## config.mk

```make
export PLATFORM = sky130hd
export DESIGN_NAME = dense_handle_table
export DESIGN_NICKNAME = d
export VERILOG_FILES = /design/src/hw/rtl/dht_pkg.sv /design/src/hw/rtl/dht_free_enc.sv /design/src/hw/rtl/dense_handle_table.sv
export SDC_FILE = /design/constraint.sdc
export NUM_CORES = 1
export LEC_CHECK = 0
export BUFFER_PORTS_ARGS = -buffer_cell sky130_fd_sc_hd__buf_2
export CAP_MARGIN = 20
export CORE_ASPECT_RATIO = 1.4
export CORE_UTILIZATION = 35
export DETAILED_ROUTE_END_ITERATION = 10
export GPL_TIMING_DRIVEN = 0
export HOLD_SLACK_MARGIN = 0.08
export SKIP_CTS_REPAIR_TIMING = 1
export SYNTH_ARGS = -nofsm -noshare
export SYNTH_HDL_FRONTEND = slang
export SYNTH_SLANG_ARGS = --single-unit
```

## constraint.sdc

```tcl
create_clock -name i_clk -period 11.4 [get_ports i_clk]
set_input_delay 1.14 -clock i_clk [delete_from_list [all_inputs] [get_ports i_clk]]
set_output_delay 1.14 -clock i_clk [all_outputs]
set_load 0.01 [all_outputs]
```

## src/hw/rtl/dht_pkg.sv

```systemverilog
// Package for the dense handle table: sizes, command and result beats,
// status codes. No dependencies.
`timescale 1ns / 1ps
`default_nettype none
package dht_pkg;

    // table depth and the widths that follow from it
    localparam int MAX_ENTRIES = 64;
    localparam int SW = $clog2(MAX_ENTRIES);        // slot / map index width
    localparam int HW = $clog2(MAX_ENTRIES + 1);    // handle width (1-based)
    localparam int LW = $clog2(MAX_ENTRIES + 1);    // live count width

    typedef enum logic {
        KIND_ADD    = 1'b0,
        KIND_REMOVE = 1'b1
    } t_kind;

    typedef enum logic [1:0] {
        ST_OK      = 2'd0,
        ST_FULL    = 2'd1,
        ST_UNKNOWN = 2'd2
    } t_status;

    // input beat
    typedef struct packed {
        t_kind           kind;
        logic [HW-1:0]   handle;
    } t_cmd;

    // result beat
    typedef struct packed {
        t_status         status;
        logic [HW-1:0]   given_handle;
        logic [SW-1:0]   slot;
        logic            moved;
        logic [HW-1:0]   moved_handle;
        logic [SW-1:0]   moved_from;
        logic [LW-1:0]   live_count;
    } t_res;

    // free handle search result
    typedef struct packed {
        logic            found;
        logic [SW-1:0]   idx;
    } t_free;

endpackage
`default_nettype wire

```

## src/hw/rtl/dht_free_enc.sv

```systemverilog
// Lowest free handle finder: priority encoder over the in-use bitmap.
// Depends on dht_pkg.
`timescale 1ns / 1ps
`default_nettype none
module dht_free_enc (
    input  wire logic [dht_pkg::MAX_ENTRIES-1:0] i_in_use,
    output dht_pkg::t_free                       o_free
);
    import dht_pkg::*;

    // scan from the top down so the lowest clear bit wins
    always_comb begin
        o_free = '0;
        for (int i = MAX_ENTRIES - 1; i >= 0; i--) begin
            if (!i_in_use[i]) begin
                o_free.found = 1'b1;
                o_free.idx   = SW'(i);
            end
        end
    end

endmodule
`default_nettype wire

```

## src/hw/rtl/dense_handle_table.sv

```systemverilog
// Dense handle table top level: handle/slot maps in two synchronous RAMs,
// in-use bitmap in flops. Depends on dht_pkg and dht_free_enc.
`timescale 1ns / 1ps
`default_nettype none
// An add, a refused add and a remove of an unknown handle stay in S_IDLE:
// busy stays low and the next command may follow at once. A remove of a
// live handle also passes through S_REMOVE, with busy high there, because the slot
// of the handle and the handle in the last slot come out of the two map
// RAMs as registered reads before the swap is written back.
// Every command gives exactly one result beat, strobed by o_res_valid for
// one cycle, from the result register after the command's last working state; the receiver
// cannot stall it. The maps need no clearing after reset: the table is
// ready as soon as reset is released.
module dense_handle_table (
    input  wire logic          i_clk,
    input  wire logic          i_rst_n,
    input  wire logic          start,
    output logic               busy,
    input  wire dht_pkg::t_cmd i_cmd,
    output logic               o_res_valid,
    output dht_pkg::t_res      o_res
);
    import dht_pkg::*;

    typedef enum logic {
        S_IDLE,
        S_REMOVE
    } t_state;

    t_state                  r_state, n_state;
    logic [LW-1:0]           r_live, n_live;
    logic [MAX_ENTRIES-1:0]  r_in_use, n_in_use;
    logic                    r_res_valid, n_res_valid;
    t_res                    r_res, n_res;

    // latched remove context
    logic [SW-1:0]           r_hidx;
    logic [SW-1:0]           r_last;

    // map RAMs and their read data
    logic [HW-1:0]           mem_has [MAX_ENTRIES];   // handle at slot
    logic [SW-1:0]           mem_soh [MAX_ENTRIES];   // slot of handle
    logic [HW-1:0]           r_rd_lh;
    logic [SW-1:0]           r_rd_rem;

    logic                    has_we, soh_we;
    logic [SW-1:0]           has_addr, soh_addr;
    logic [HW-1:0]           has_data;
    logic [SW-1:0]           soh_data;

    t_free                   w_free;
    logic                    w_accept;
    logic [HW-1:0]           w_h_m1;
    logic [SW-1:0]           w_hidx;
    logic [LW-1:0]           w_live_m1;
    logic [SW-1:0]           w_last;
    logic                    w_rm_ok;
    logic                    w_add_ok;
    logic [HW-1:0]           w_lh_m1;
    logic                    w_moved;

    dht_free_enc u_free (
        .i_in_use (r_in_use),
        .o_free   (w_free)
    );

    // command decode
    assign w_accept  = start && !busy;
    assign w_h_m1    = i_cmd.handle - HW'(1);
    assign w_hidx    = w_h_m1[SW-1:0];
    assign w_live_m1 = r_live - LW'(1);
    assign w_last    = w_live_m1[SW-1:0];
    assign w_add_ok  = (r_live != LW'(MAX_ENTRIES)) && w_free.found;
    assign w_rm_ok   = (i_cmd.handle != '0) && (i_cmd.handle <= HW'(MAX_ENTRIES))
                       && r_in_use[w_hidx] && (r_live != '0);

    // swap decision in the S_REMOVE state
    assign w_lh_m1   = r_rd_lh - HW'(1);
    assign w_moved   = (r_rd_rem != r_last);

    assign busy        = (r_state != S_IDLE);
    assign o_res_valid = r_res_valid;
    assign o_res       = r_res;

    // next state, map writes and result beat
    always_comb begin
        n_state     = r_state;
        n_live      = r_live;
        n_in_use    = r_in_use;
        n_res_valid = 1'b0;
        n_res       = r_res;
        has_we      = 1'b0;
        has_addr    = '0;
        has_data    = '0;
        soh_we      = 1'b0;
        soh_addr    = '0;
        soh_data    = '0;
        case (r_state)
            S_IDLE: begin
                if (w_accept) begin
                    if (i_cmd.kind == KIND_ADD) begin
                        n_res_valid      = 1'b1;
                        n_res            = '0;
                        n_res.live_count = r_live;
                        if (w_add_ok) begin
                            has_we   = 1'b1;
                            has_addr = r_live[SW-1:0];
                            has_data = HW'(w_free.idx) + HW'(1);
                            soh_we   = 1'b1;
                            soh_addr = w_free.idx;
                            soh_data = r_live[SW-1:0];
                            n_in_use[w_free.idx] = 1'b1;
                            n_live             = r_live + LW'(1);
                            n_res.status       = ST_OK;
                            n_res.given_handle = HW'(w_free.idx) + HW'(1);
                            n_res.slot         = r_live[SW-1:0];
                            n_res.live_count   = r_live + LW'(1);
                        end else begin
                            n_res.status = ST_FULL;
                        end
                    end else if (w_rm_ok) begin
                        n_state = S_REMOVE;
                    end else begin
                        n_res_valid      = 1'b1;
                        n_res            = '0;
                        n_res.status     = ST_UNKNOWN;
                        n_res.live_count = r_live;
                    end
                end
            end
            S_REMOVE: begin
                n_res_valid      = 1'b1;
                n_res            = '0;
                n_res.status     = ST_OK;
                n_res.slot       = r_rd_rem;
                n_res.live_count = w_live_m1;
                // move the last entry into the freed slot
                if (w_moved) begin
                    has_we             = 1'b1;
                    has_addr           = r_rd_rem;
                    has_data           = r_rd_lh;
                    soh_we             = 1'b1;
                    soh_addr           = w_lh_m1[SW-1:0];
                    soh_data           = r_rd_rem;
                    n_res.moved        = 1'b1;
                    n_res.moved_handle = r_rd_lh;
                    n_res.moved_from   = r_last;
                end
                n_in_use[r_hidx] = 1'b0;
                n_live           = w_live_m1;
                n_state          = S_IDLE;
            end
            default: begin
                n_state = S_IDLE;
            end
        endcase
    end

    // state and registered outputs
    always_ff @(posedge i_clk) begin
        if (!i_rst_n) begin
            r_state     <= S_IDLE;
            r_live      <= '0;
            r_in_use    <= '0;
            r_res_valid <= 1'b0;
        end else begin
            r_state     <= n_state;
            r_live      <= n_live;
            r_in_use    <= n_in_use;
            r_res_valid <= n_res_valid;
        end
        r_res <= n_res;
    end

    // remove context, captured at acceptance
    always_ff @(posedge i_clk) begin
        if (w_accept) begin
            r_hidx <= w_hidx;
            r_last <= w_last;
        end
    end

    // handle-at-slot RAM
    always_ff @(posedge i_clk) begin
        if (has_we) begin
            mem_has[has_addr] <= has_data;
        end
        r_rd_lh <= mem_has[w_last];
    end

    // slot-of-handle RAM
    always_ff @(posedge i_clk) begin
        if (soh_we) begin
            mem_soh[soh_addr] <= soh_data;
        end
        r_rd_rem <= mem_soh[w_hidx];
    end

`ifndef SYNTHESIS
    // bitmap population tracks the live count
    a_count: assert property (@(posedge i_clk) disable iff (!i_rst_n)
        $countones(r_in_use) == int'(r_live))
        else $error("in-use bitmap disagrees with live count");

    // busy always drops straight after the remove swap state
    a_busy_one: assert property (@(posedge i_clk) disable iff (!i_rst_n)
        busy |=> !busy)
        else $error("busy held longer than one cycle");

    // an accepted add gives its beat in the next cycle
    a_add_beat: assert property (@(posedge i_clk) disable iff (!i_rst_n)
        (w_accept && i_cmd.kind == KIND_ADD) |=> o_res_valid)
        else $error("add gave no result beat");

    // the swap cycle gives its beat in the next cycle, with status ok
    a_rm_beat: assert property (@(posedge i_clk) disable iff (!i_rst_n)
        busy |=> (o_res_valid && o_res.status == ST_OK))
        else $error("remove gave no ok result beat");

    // live count never passes the table depth
    a_bound: assert property (@(posedge i_clk) disable iff (!i_rst_n)
        r_live <= LW'(MAX_ENTRIES))
        else $error("live count above table depth");
`endif

endmodule
`default_nettype wire
```

==> metrics.md <==
| Metric | Value |
|---|---|
| Fin cells | 3,940 |
| Core ar. | 114,000 um2 |
| Vias | 22,300 |
| FF+latch count, synth | 966 |
| First-pass DRT Iterations | 5 |
| Crit path cell chain | clkbuf_1 -> clkbuf_1 -> inv_1 -> ha_1 -> nand2b_1 -> nor4b_1 -> nor2b_1 -> buf_2 -> ha_1 -> nor2b_1 -> a22oi_1 -> inv_2 -> nand3_1 -> nor2_1 |
| Number of flops mapped to enable cells by yosys | 880 |
| Least-Margin Pin Slew | 1.10 ns |
| Die Ht | 403 um |
| Share of cells above drive strength 1 | 23.5% |
| Synth area leader | edfxtp_1 |
| Sequential fraction of the synthesis area | 69.9% |
| Max-cap violations | 0 |
| Synth warn | 0 |
| CP endpoint kind | flop |
| Die ar. | 116,000 um2 |
| Routability cong. | 0.916 |
| Setup repair after global routing missed its margin | false |
| Hold depth | 1 |
| Slowest stage delay, CP | 0.79 ns |
| Num rows | 146 |
| Initial DRC Count | 2,319 |
| Power Dens Cells | 160 nW/um2 |
| Leak pwr | 12.9 nW |
| Final ANT Viol Nets | 0 |
| Synth cell types | 90 |
| Post-Syn Area | 40,300 um2 |
| Initial core utilization | 35.5% |
| FMAX | 0.167 GHz |
| CP Max Fanout | 18 |
| CTS Buf Count | 88 |
| Clock Path Buffers | 3 |
| Clock sinks | 966 |
| Bufs and invs on worst path | 5 |
| Overall routed net length | 108,000 um |
| Synth Flop Type | edfxtp_1 |
| Peak VDD IR | 0.000140 V |
| CP startpoint kind | flop |
| CP max stage cell | nor2_1 |
| GRT overflow | 0 |
| Chip width | 289 um |
| Top-count cell post-synth | edfxtp_1 |
| CTS tree | done |
| # nets final | 2,402 |
| Relative slew slack | 26.6% |
| First-pass GRT wire length | 158,000 um |
| DRC Markers | 0 |
| Required @ worst endpoint | 11.71 ns |
| Post-DR wirelength/cell | 27.3 um |
| Number of port buffers | 46 |
| Vias in the first global route | 23,000 |
| Status | finished, final reports clean |
| Synth top area cells | edfxtp_1 66%, mux4_2 16%, dfxtp_1 4.3%, nor2_1 1.4%, o211ai_1 1.3% |
| Largest net degree at the start of global routing | 71 |
| Post-synth top cells | 880 x edfxtp_1, 287 x mux4_2, 147 x nor2_1 |
| Root Driver | clkbuf_16 |
| Post-route minimum period | 6.00 ns |
| H-tree depth | 3 |
| Final period utilization | 52.7% |
| Fraction of registers with async set/reset | 0% |
| I/O pins | 49 |
| Post-DR vias/cell | 5.65 |
| Worst r2r path cells | 14 |
| Critical Path AT | 6.31 ns |
| Total power draw | 7.29 mW |
| Mapped Cells | 2,228 |
| Crit path max-delay family | buffers and inverters |
| Number of setup violations in the final report | 0 |
| Critical path depth | 14 |
| Final design utilization | 40.2% |
| Setup TNS | 0 ns |
| Hpwl dp | 77,000 um |
| Initial antenna violation count | 4 |
| HP Class | reg2reg |
| Clock Skews | 0.0378 ns |
| Max-slew violations | 0 |
| Post-synth top area share | 65.6% |
| Syn Area/Cell | 18.1 um2 |
| Reg clk slew, reported paths | 0.07 ns |
| Kind of critical path | reg2reg |
| GRT Overall Usage | 18.6% |
| Final hold vios | 0 |
| Syn Nets | 2,246 |
| Area growth, synth to finish | 13.5% |
| Setup WS pre-CTS | 5.06 ns |
| Final worst slack | 5.40 ns |
| Placed insts | 3,773 |
| Worst skew pair latency | 0.70 ns |
## worst reg2reg max path: stages (launching register included)
cell and delay (ns):
dfxtp_1 0.49, clkbuf_1 0.57, clkbuf_1 0.60, inv_1 0.30, ha_1 0.28, nand2b_1 0.08
nor4b_1 0.09, nor2b_1 0.14, buf_2 0.21, ha_1 0.17, nor2b_1 0.31, a22oi_1 0.39
inv_2 0.48, nand3_1 0.69, nor2_1 0.80
## where the power goes
part / switching, mW / internal [mW] / total (mW) / leakage, nW
Sequential: 0.0238 / 3.84 / 3.87 / 7.82
Clock: 1.33 / 1.66 / 2.98 / 1.41
Combinational: 0.263 / 0.179 / 0.442 / 3.64
Total: 1.61 / 5.68 / 7.29 / 12.9
## cells in the final DEF (no fill, tap or decap), drive strengths merged, types with 29 or more instances in the layout
cell and n:
clkbuf 163, nor3 29, and2 30, o21ai 40, nor2 148, nand3 34
edfxtp 880, buf 136, mux4 287, nand2 116, nand4 33, clkinv 41
o211ai 68, inv 40, dfxtp 86, o31ai 39
## through the flow
| step | hold slack [ns] | cell area, um2 |
|---|---|---|
| floorplan | 0.480 | 40300 |
| CTS | 0.571 | 45700 |
| detailed placement | 0.569 | 42800 |
| finish | 0.570 | 45700 |
| global route | 0.586 | 45700 |
| global placement | 0.565 | 42400 |
## logic make-up (layout without fill, tap and decap cells)
kind of cell,count (synthesis),count (layout),share of synthesized area (%)
xor+xnor,31,31,0.674
fa+ha+maj,7,7,0.217
compound gates,287,287,5.29
flops,966,966,69.9
simple gates,484,484,6.01
other cells,0,2,0
mux,292,292,16.2
buf+inv,161,391,1.76
## cell type report
class / instances / area [um2]
Buffer: 122 / 564
Sequential cell: 966 / 28100
Antenna cell: 2 / 5.00
Timing Repair Buffer: 66 / 556
Multi-Input combinational cell: 1101 / 11500
Inverter: 39 / 146
Clock inverter: 53 / 571
Clock buffer: 111 / 2340
Tap cell: 1480 / 1850
Fill cell: 10200 / 67900
## registers in the layout, summed over array words and instances (netlist names)
name / flops
mem_has: 448
mem_soh: 384
r_in_use: 64
o_res: 36
r_live: 7
r_rd_lh: 7
r_hidx: 6
r_last: 6
r_rd_rem: 6
busy: 1
o_res_valid: 1
## final timing paths
| path | from | to | slack [ns] |
|---|---|---|---|
| worst max-delay path | r_live[0] | mem_has[25][6] | 5.40 |
| worst min-delay path | r_last[1] | o_res[8] | 0.57 |
| worst max register to register | r_live[0] | mem_has[25][6] | 5.40 |
| worst min register to register | r_last[1] | o_res[8] | 0.57 |
## routing by layer
metal,GRT usage [%],wire (um)
met5,0,0
met4,8.27,5100
met3,3.14,6670
met1,21.1,37900
met2,33.9,57900
(Power assumes the default switching activity.)
